--- config.mk ---
export PLATFORM = sky130hd
export DESIGN_NAME = pib_regs
export DESIGN_NICKNAME = d
export VERILOG_FILES = /design/src/hw/rtl/pib_pkg.sv /design/src/hw/rtl/pib_regs.sv
export SDC_FILE = /design/constraint.sdc
export NUM_CORES = 1
export LEC_CHECK = 0
export BUFFER_PORTS_ARGS = -buffer_cell sky130_fd_sc_hd__buf_2
export CAP_MARGIN = 10
export CORE_ASPECT_RATIO = 1.2
export CORE_MARGIN = 4
export CORE_UTILIZATION = 40
export CTS_CLUSTER_SIZE = 10
export DETAILED_ROUTE_END_ITERATION = 7
export PLACE_DENSITY = 0.67
export SLEW_MARGIN = 25
export SYNTH_ARGS = -nofsm -noshare
export SYNTH_HDL_FRONTEND = slang
export SYNTH_SLANG_ARGS = --single-unit
--- constraint.sdc ---
create_clock -name clk -period 1.5 [get_ports clk]
set_clock_uncertainty 0.1 [all_clocks]
set_input_delay 0.15 -clock clk [delete_from_list [all_inputs] [get_ports clk]]
set_output_delay 0.15 -clock clk [all_outputs]
set_load 0.01 [all_outputs]
--- src/hw/rtl/pib_pkg.sv ---
// Shared types, register codes and saturation helpers for the particle integrator.
package pib_pkg;

  localparam int unsigned Q_SHIFT    = 16;
  localparam int unsigned GAIN_W     = 24;
  localparam int unsigned FRAME_W    = 16;
  localparam int unsigned ADDR_W     = 5;
  localparam int unsigned DATA_W     = 32;
  localparam int unsigned STAGES     = 12;
  localparam int unsigned ARITH_STGS = 8;

  // register index codes (byte address / 4)
  localparam logic [2:0] REG_TIME_STEP       = 3'd0;
  localparam logic [2:0] REG_TIME_SCALE_GAIN = 3'd1;
  localparam logic [2:0] REG_DRAG_GAIN       = 3'd2;
  localparam logic [2:0] REG_GRAVITY_GAIN    = 3'd3;
  localparam logic [2:0] REG_BOUNCE_LOSS     = 3'd4;
  localparam logic [2:0] REG_BORDER_ENABLE   = 3'd5;
  localparam logic [2:0] REG_FRAME_WIDTH     = 3'd6;
  localparam logic [2:0] REG_FRAME_HEIGHT    = 3'd7;

  localparam logic [GAIN_W-1:0]  RST_TIME_STEP       = 24'd0;
  localparam logic [GAIN_W-1:0]  RST_TIME_SCALE_GAIN = 24'd65536;
  localparam logic [GAIN_W-1:0]  RST_DRAG_GAIN       = 24'd65536;
  localparam logic [GAIN_W-1:0]  RST_GRAVITY_GAIN    = 24'd0;
  localparam logic [GAIN_W-1:0]  RST_BOUNCE_LOSS     = 24'd65536;
  localparam logic               RST_BORDER_ENABLE   = 1'b1;
  localparam logic [FRAME_W-1:0] RST_FRAME_WIDTH     = 16'd1024;
  localparam logic [FRAME_W-1:0] RST_FRAME_HEIGHT    = 16'd768;

  localparam logic signed [63:0] S32_MAX = 64'sd2147483647;
  localparam logic signed [63:0] S32_MIN = -64'sd2147483648;
  localparam logic signed [63:0] S40_MAX = 64'sd549755813887;
  localparam logic signed [63:0] S40_MIN = -64'sd549755813888;

  typedef struct packed {
    logic [GAIN_W-1:0]  time_step;
    logic [GAIN_W-1:0]  time_scale_gain;
    logic [GAIN_W-1:0]  drag_gain;
    logic [GAIN_W-1:0]  gravity_gain;
    logic [GAIN_W-1:0]  bounce_loss;
    logic               border_enable;
    logic [FRAME_W-1:0] frame_width;
    logic [FRAME_W-1:0] frame_height;
  } cfg_t;

  function automatic logic signed [31:0] sat32(input logic signed [63:0] x);
    logic signed [31:0] r;
    if (x > S32_MAX) begin
      r = 32'sh7FFF_FFFF;
    end else if (x < S32_MIN) begin
      r = 32'sh8000_0000;
    end else begin
      r = x[31:0];
    end
    return r;
  endfunction

  function automatic logic signed [39:0] sat40(input logic signed [63:0] x);
    logic signed [39:0] r;
    if (x > S40_MAX) begin
      r = 40'sh7F_FFFF_FFFF;
    end else if (x < S40_MIN) begin
      r = 40'sh80_0000_0000;
    end else begin
      r = x[39:0];
    end
    return r;
  endfunction

endpackage

--- src/hw/rtl/pib_regs.sv ---
// APB configuration register file for the particle integrator.
module pib_regs (
  input  logic                        clk,
  input  logic                        rst,
  input  logic                        psel,
  input  logic                        penable,
  input  logic                        pwrite,
  input  logic [pib_pkg::ADDR_W-1:0]  paddr,
  input  logic [pib_pkg::DATA_W-1:0]  pwdata,
  output logic [pib_pkg::DATA_W-1:0]  prdata,
  output logic                        pready,
  output pib_pkg::cfg_t               cfg
);

  logic       wr;
  logic [2:0] idx;

  assign pready = 1'b1;
  assign idx    = paddr[4:2];
  assign wr     = psel && penable && pwrite && pready;

  always_ff @(posedge clk) begin
    if (rst) begin
      cfg.time_step       <= pib_pkg::RST_TIME_STEP;
      cfg.time_scale_gain <= pib_pkg::RST_TIME_SCALE_GAIN;
      cfg.drag_gain       <= pib_pkg::RST_DRAG_GAIN;
      cfg.gravity_gain    <= pib_pkg::RST_GRAVITY_GAIN;
      cfg.bounce_loss     <= pib_pkg::RST_BOUNCE_LOSS;
      cfg.border_enable   <= pib_pkg::RST_BORDER_ENABLE;
      cfg.frame_width     <= pib_pkg::RST_FRAME_WIDTH;
      cfg.frame_height    <= pib_pkg::RST_FRAME_HEIGHT;
    end else if (wr) begin
      case (idx)
        pib_pkg::REG_TIME_STEP:       cfg.time_step       <= pwdata[23:0];
        pib_pkg::REG_TIME_SCALE_GAIN: cfg.time_scale_gain <= pwdata[23:0];
        pib_pkg::REG_DRAG_GAIN:       cfg.drag_gain       <= pwdata[23:0];
        pib_pkg::REG_GRAVITY_GAIN:    cfg.gravity_gain    <= pwdata[23:0];
        pib_pkg::REG_BOUNCE_LOSS:     cfg.bounce_loss     <= pwdata[23:0];
        pib_pkg::REG_BORDER_ENABLE:   cfg.border_enable   <= pwdata[0];
        pib_pkg::REG_FRAME_WIDTH:     cfg.frame_width     <= pwdata[15:0];
        pib_pkg::REG_FRAME_HEIGHT:    cfg.frame_height    <= pwdata[15:0];
        default: ;
      endcase
    end
  end

  always_comb begin
    case (idx)
      pib_pkg::REG_TIME_STEP:       prdata = {8'd0, cfg.time_step};
      pib_pkg::REG_TIME_SCALE_GAIN: prdata = {8'd0, cfg.time_scale_gain};
      pib_pkg::REG_DRAG_GAIN:       prdata = {8'd0, cfg.drag_gain};
      pib_pkg::REG_GRAVITY_GAIN:    prdata = {8'd0, cfg.gravity_gain};
      pib_pkg::REG_BOUNCE_LOSS:     prdata = {8'd0, cfg.bounce_loss};
      pib_pkg::REG_BORDER_ENABLE:   prdata = {31'd0, cfg.border_enable};
      pib_pkg::REG_FRAME_WIDTH:     prdata = {16'd0, cfg.frame_width};
      pib_pkg::REG_FRAME_HEIGHT:    prdata = {16'd0, cfg.frame_height};
      default:                      prdata = '0;
    endcase
  end

endmodule

==> results of run 1 <==
[area by class of cell]
cell class / count / area, sq um / area share
multi-input combinational: 648 / 3377 / 0.3416
sequential: 153 / 3166 / 0.3202
timing repair buffer: 356 / 2409 / 0.2436
clock buffer: 21 / 470.5 / 0.04759
tap: 212 / 265.3 / 0.02683
clock inverter: 11 / 168.9 / 0.01709
inverter: 8 / 30.03 / 0.003038
[cells in the final DEF, fill, tap and decap left out, types with 6 or more instances in the layout]
cell | netlist | routed
dlygate4sd3_1 | 0 | 25
dfxtp_1 | 153 | 71
dfxtp_2 | 0 | 82
buf_12 | 0 | 14
clkbuf_16 | 0 | 17
a211o_1 | 6 | 6
a21oi_1 | 162 | 155
nand2_1 | 306 | 306
nor2_1 | 33 | 27
nor3_1 | 10 | 10
o22a_1 | 11 | 11
nor2b_1 | 6 | 6
conb_1 | 2 | 9
buf_2 | 28 | 205
buf_4 | 11 | 108
nand3_1 | 6 | 6
mux2i_1 | 33 | 30
o22ai_1 | 8 | 8
a21oi_2 | 0 | 7
[kinds of logic after synthesis]
family	after synthesis	synth area share
other	2	0.001123
and+or+nand+nor	387	0.2374
muxes	36	0.05948
buffers and inverters	88	0.06079
AOI/OAI and AO/OA	216	0.1833
DFF	153	0.4579
[synthesized netlist by cell type (3+ instances only)]
| library cell | number | share of area |
|---|---|---|
| buf_4 | 11 | 0.012 |
| a211o_1 | 6 | 0.0079 |
| nand2_1 | 306 | 0.17 |
| mux4_2 | 3 | 0.010 |
| mux2i_1 | 33 | 0.049 |
| nand3_1 | 6 | 0.0045 |
| nor2_1 | 33 | 0.019 |
| a21oi_1 | 162 | 0.12 |
| buf_2 | 28 | 0.021 |
| o22a_1 | 11 | 0.014 |
| nor3_1 | 10 | 0.0075 |
| or2_1 | 5 | 0.0047 |
| nor2b_1 | 6 | 0.0056 |
| o21ai_1 | 3 | 0.0022 |
| or3_1 | 3 | 0.0028 |
| o22ai_1 | 8 | 0.0075 |
| nor3b_1 | 8 | 0.0090 |
| o21ai_0 | 3 | 0.0022 |
| clkbuf_1 | 39 | 0.022 |
| a211oi_1 | 8 | 0.0090 |
| inv_1 | 8 | 0.0045 |
| dfxtp_1 | 153 | 0.46 |
| nand2b_1 | 5 | 0.0047 |
| o32ai_1 | 3 | 0.0039 |
[critical path, delay by kind of cell, from the launching register on]
kind / cells / cell delay, ps
AO/OA/AOI/OAI: 2 / 340
buffers and inverters: 1 / 160
flip-flops: 1 / 320
multiplexers: 1 / 150
AND/OR/NAND/NOR: 1 / 60
[worst max-delay path by stage]
| stage | from | endpoint |
|---|---|---|
| finish | cfg[60] | prdata[3] |
| global route | cfg[91] | prdata[10] |
| CTS | cfg[60] | prdata[3] |
| detailed placement | paddr[3] | prdata[0] |
| global placement | paddr[3] | prdata[0] |
| floorplan | paddr[4] | prdata[0] |
[report_power, final]
part / internal, W / switching [W] / total (W)
clock network: 0.00291 / 0.00172 / 0.00463
logic: 0.000359 / 0.000495 / 0.000854
registers: 0.00409 / 0.0000240 / 0.00412
total: 0.00737 / 0.00224 / 0.00960
[routing by layer]
| layer | GRT usage | up-vias | share of wire |
|---|---|---|---|
| met5 | 0 | - | 0 |
| met4 | 0.08476 | 0 | 0.022 |
| met3 | 0.05891 | 52 | 0.086 |
| li1 | - | 3545 | - |
| met2 | 0.4286 | 384 | 0.48 |
| met1 | 0.3380 | 3526 | 0.41 |
[metrics by stage]
step / util / power, W / cell area [sq um] / worst slack, ps
after floorplan: - / 0.004580 / 6715 / 106.8
after global placement: 0.5159 / 0.004950 / 8428 / -128.8
after detailed placement: 0.5159 / 0.004955 / 8428 / -165.0
after CTS: 0.5970 / 0.009602 / 9752 / -223.0
after global routing: 0.6052 / 0.009855 / 9886 / -261.7
final: 0.6052 / 0.009603 / 9886 / -200.4
[what timing repair did]
action,in CTS,in global routing
resized for setup,80,37
setup buffers,41,6
gates cloned,0,0
endpoints found under the hold margin,153,0
hold buffers,25,0
pin swaps,28,9
endpoints found under the setup margin,24,24
==> impl_metrics.py, run 1 <==
metrics = {
    "outcome": {
        "status": "finished, violations left",
        "violations": "negative setup slack",
    },
    "place": {
        "dpl.hpwl_um": 17190,
        "dp.cells": 1305,
        "gp_congestion": 0.8402,
        "port_buffers": 208,
    },
    "setup_path": {
        "r2r-end": "cfg[121]",
        "path_class": "reg2out",
        "start_kind": "flip-flop",
        "cp.arrival_ps": 1450,
        "worstPathCellList": "mux2i_1 > nor2_1 > a221oi_1 > a21oi_1 > buf_2",
        "r2r-start": "cfg[121]",
        "cp_max_fo": 2,
        "end_kind": "primary output",
        "critPathMaxStageDelay_ps": 320,
        "crit_required_ps": 1250,
        "r2r_setup_slack_ps": 580,
        "cpMaxStageDelayCell": "dfxtp_2",
        "r2r_cells": 3,
    },
    "layout": {
        "post_route_cells_drive_above_1_share": 0.4027,
        "areaGrowthSynthToFinish_pct": 47.79,
        "largestRegisters": "cfg x153",
        "largest_reg_flops": 153,
        "instances_no_fill": 1409,
        "diodes": 0,
        "fillerInstances": 1454,
        "nNetsFinal": 1226,
        "regMostFlops": "cfg",
    },
    "logic_synthesis": {
        "yosysSeqAreaShare": 0.4579,
        "synthArstFlopShare": 0,
        "yosysWarnings": 0,
        "synth.distinct_cells": 36,
        "synth-main-ff-cell": "dfxtp_1",
        "synth_edf_count": 0,
        "synth-seq-cells": 153,
        "synth_area_sq_mm": 0.006689,
        "syn_area_per_cell_sq_um": 7.584,
        "synthCells": 882,
    },
    "floorplanning": {
        "die-area_sq_mm": 0.01886,
        "die_h_um": 149.7,
        "start_util": 0.4095,
        "row_count": 51,
        "num_io_pins": 228,
        "die_w_um": 126.0,
        "core_area_sq_mm": 0.01634,
    },
    "clock_network": {
        "clockBufferDepth": 2,
        "clock_sinks": 153,
        "htreeDepth": 4,
        "cts_buffers": 17,
        "clkTransAtPathRegs_ps": 60,
        "cts_root_buffer": "clkbuf_16",
        "cts_tree": "built",
        "clock_latency_ps": 420,
    },
    "route": {
        "num_vias": 7507,
        "drc_errors": 0,
        "postRouteAntennaNets": 0,
        "finalWirelength_um": 25600,
        "avgRoutedWirePerCell_um": 18.17,
        "viasPerCell": 5.328,
        "drt_iter0_markers": 658,
        "drt-pass1-iter-count": 5,
    },
    "timing": {
        "rsz0062_at_grt": "yes",
        "timing.hold.ws_ps": 318.4,
        "fin_ws_ps": -200.4,
        "fin_crit_sh": 1.134,
        "fin_tns_setup_ps": -2937,
        "period_minus_slack_ps": 1700,
        "finalHoldViolCount": 0,
        "drv_slew": 0,
        "finalSetupViolations": 24,
        "max_freq_mhz": 588.1,
    },
    "flow_run": {
        "maxCapViolCount": 0,
    },
    "hold_path": {
        "holdPathStages": 6,
        "hold_class": "in2reg",
        "holdCritStartpoint": "penable",
        "worst_hold_path.endpoint": "cfg[32]",
    },
    "power": {
        "pwr_density_cell_mw_per_mm2": 971.4,
        "p_leak_nw": 4.278,
        "ir_drop_v": 0.0006823,
    },
    "global_route": {
        "grt_antenna_before_repair": 0,
        "grt-ovfl-total": 0,
        "grt_pass1_wl_um": 38410,
        "grt_util_all_layers": 0.2598,
        "grt_pass1_vias": 7043,
        "grt_max_degree": 59,
    },
}
No activity file was read; power rests on OpenSTA's default activity.
==> run 2, diff against run 1 <==
Settings changed: ABC_AREA set to 1, GPL_TIMING_DRIVEN set to 0, PLACE_DENSITY 0.67 to 0.66.
==> run 2 against run 1 <==
Net effect: the run still ends with negative setup slack left; synthesized area rose by 5.9%; flip-flop and latch count stayed put; hold slack lost 300 ps; core utilization decreased by 3.4 points; critical path type unchanged; synthesized cell count increased by 17%; final cell count up 9.4%; combinational power is 2% higher; die area increased by 5.5%; global-route usage is 2.1 points higher; clock power grew 9.9%; largest cell class unchanged; routed wire length is 13% higher.
==> impl_metrics.py, run 2 <==
metrics = {
    "layout": {
        "post_route_cells_drive_above_1_share": 0.3565,
        "layout_common_cells": "nor2_1, buf_2, o21ai_0",
        "instances_no_fill": 1541,
        "final_common_cell": "nor2_1",
        "regMostFlops": "cfg",
        "largestRegisters": "cfg x153",
        "largest_reg_flops": 153,
        "fin_util": 0.5709,
        "diodes": 0,
        "nNetsFinal": 1351,
        "areaGrowthSynthToFinish_pct": 40.58,
    },
    "logic_synthesis": {
        "synth-seq-cells": 153,
        "synth_commonest_cells": "nor2_1, dfxtp_1, o21ai_0",
        "syn_area_per_cell_sq_um": 6.890,
        "yosys.area.top_type_share": 0.4324,
        "synth.largest_area_cell": "dfxtp_1",
        "synth_area_sq_mm": 0.007083,
        "yosysWarnings": 0,
        "synthArstFlopShare": 0,
        "yosysSeqAreaShare": 0.4324,
        "synth.distinct_cells": 26,
        "synth_area_leaders": "dfxtp_1, nor2_1, o21ai_0, nand2_1, nand4_1",
        "synth-main-ff-cell": "dfxtp_1",
        "synth.most_common_cell": "nor2_1",
        "synth_edf_count": 0,
        "synthCells": 1028,
    },
    "timing": {
        "fin_ws_ps": -106.4,
        "fin_tns_setup_ps": -705.2,
        "rsz0062_at_grt": "yes",
        "worst_pin_slew_ps": 707.0,
        "finalSetupViolations": 16,
        "slew-limit-headroom": 0.5287,
        "max_freq_mhz": 622.5,
        "period_minus_slack_ps": 1606,
        "fin_crit_sh": 1.071,
        "drv_slew": 0,
        "finalHoldViolCount": 0,
    },
    "floorplanning": {
        "start_util": 0.4061,
        "row_count": 53,
        "die_w_um": 129.5,
        "core_area_sq_mm": 0.01744,
        "num_io_pins": 228,
        "die-area_sq_mm": 0.01991,
        "die_h_um": 153.8,
    },
    "power": {
        "p_sw_frac": 0.2344,
        "pwr_density_cell_mw_per_mm2": 1017,
        "p_comb_frac": 0.086,
        "power_switching_w": 0.002373,
        "p_int_w": 0.007751,
        "clkPwrFrac": 0.502,
        "p_leak_nw": 4.951,
        "ir_drop_v": 0.0008276,
        "fin_total_pwr_w": 0.01012,
        "power_frac_seq": 0.411,
    },
    "setup_path": {
        "end_kind": "primary output",
        "r2r-start": "cfg[18]",
        "cpMaxStageDelayCell": "dfxtp_1",
        "path_class": "reg2out",
        "worstPathCellList": "nand4_1 > nand2_2 > nor2_2 > nand3_2 > buf_6",
        "cp_top_family": "simple AND/OR/NAND/NOR gates",
        "cp_max_fo": 3,
        "r2r_setup_slack_ps": 480,
        "critPathMaxStageDelay_ps": 330,
        "r2r-end": "cfg[18]",
        "crit_buf_inv": 1,
        "crit_required_ps": 1250,
        "start_kind": "flip-flop",
        "cp.arrival_ps": 1360,
        "r2r_cells": 4,
    },
    "route": {
        "avgRoutedWirePerCell_um": 18.79,
        "finalWirelength_um": 28950,
        "postRouteAntennaNets": 0,
        "drc_errors": 0,
        "drt-pass1-iter-count": 6,
        "num_vias": 8254,
        "viasPerCell": 5.356,
        "drt_iter0_markers": 715,
    },
    "clock_network": {
        "clock_latency_ps": 430,
        "clkTransAtPathRegs_ps": 60,
        "htreeDepth": 4,
        "cts_tree": "built",
        "clockBufferDepth": 2,
        "cts_buffers": 17,
        "clock_sinks": 153,
        "cts_root_buffer": "clkbuf_16",
    },
    "global_route": {
        "met3_usage": 0.06115,
        "grt_use_met2": 0.4578,
        "grt_pass1_vias": 7495,
        "grt_max_degree": 17,
        "grt-busiest-layer": "met2",
        "grt_pass1_wl_um": 42610,
        "grt-ovfl-total": 0,
        "grt_antenna_before_repair": 0,
        "grtUsageMet1": 0.3521,
        "grt_util_all_layers": 0.2809,
    },
    "hold_path": {
        "hold_class": "in2reg",
        "holdCritStartpoint": "pwdata[14]",
        "holdPathStages": 3,
        "worst_hold_path.endpoint": "cfg[95]",
    },
    "outcome": {
        "status": "finished, violations left",
        "violations": "negative setup slack",
    },
    "place": {
        "dpl.hpwl_um": 21020,
        "dp.cells": 1461,
        "port_buffers": 206,
        "gp_congestion": 0.9855,
    },
    "flow_run": {
        "maxCapViolCount": 0,
    },
}
## run 2: changes by cell type after synthesis, sizes merged, moves of 12 or more
| cell | before | now |
|---|---|---|
| a21oi | 162 | 0 |
| buf | 41 | 56 |
| clkbuf | 39 | 27 |
| inv | 8 | 50 |
| mux2i | 33 | 0 |
| nand2 | 306 | 118 |
| nand3 | 6 | 38 |
| nand4 | 1 | 54 |
| nor2 | 33 | 325 |
| nor3 | 12 | 48 |
| o21ai | 6 | 155 |
## run 2: power groups by stage
stage | Sequential [W] | Combinational [W] | Clock [W]
after global routing | 0.00417 | 0.000925 | 0.00525
after detailed placement | 0.00425 | 0.000736 | 0
after floorplan | 0.00426 | 0.000368 | 0
after global placement | 0.00425 | 0.000731 | 0
final | 0.00416 | 0.000873 | 0.00509
after CTS | 0.00416 | 0.000823 | 0.00507
## run 2: what timing repair did
| item | CTS | global route |
|---|---|---|
| cloned | 0 | 0 |
| hold buffers | 21 | 0 |
| pin swaps | 32 | 58 |
| setup buffers | 16 | 12 |
| endpoints found under the setup margin | 24 | 24 |
| endpoints found under the hold margin | 78 | 0 |
| resized for setup | 81 | 97 |
## run 2: worst max path at each step
stage	start	end	slack (ps)	cells past startpoint
finish	cfg[30]	prdata[14]	-110	5
global route	cfg[30]	prdata[14]	-150	5
CTS	cfg[17]	prdata[1]	-130	5
detailed placement	paddr[2]	prdata[6]	-410	9
global placement	paddr[2]	prdata[6]	-410	9
floorplan	paddr[4]	prdata[17]	230	8
## run 2: worst register-to-register path: stages, from the launching register on
cell and delay (ps):
dfxtp_2 320, buf_4 130, buf_4 130, o21ai_0 180, nor2_1 50
## run 2: cells by family after synthesis
kind of cell	Yosys count	share of synthesized area
other cells	2	0.001060
simple gates	583	0.3612
flops	153	0.4324
compound gates	155	0.1095
buf+inv	135	0.09574
## run 2: final cells by class
class	instances	area, sq um
fillers	1703	7483
multi-input cells	747	3581
flip-flops and latches	153	3134
repair buffers	255	1520
plain buffers	83	551.8
clock buffers	24	501.7
well taps	220	275.3
inverters	52	207.7
clock inverters	7	185.2
## run 2: metal layers
metal | share of wire | wire length (um)
met1 | 0.39 | 11390
met2 | 0.47 | 13700
met3 | 0.090 | 2609
met4 | 0.043 | 1247
met5 | 0 | 0
## run 2: stage by stage
step	setup slack (ps)	hold slack, ps	area (sq um)
floorplan	229.4	163.2	7109
global placement	-410.4	352.2	8416
detailed placement	-412.1	371.4	8416
CTS	-133.3	9.166	9630
global route	-148.7	29.08	9957
finish	-106.4	14.67	9957
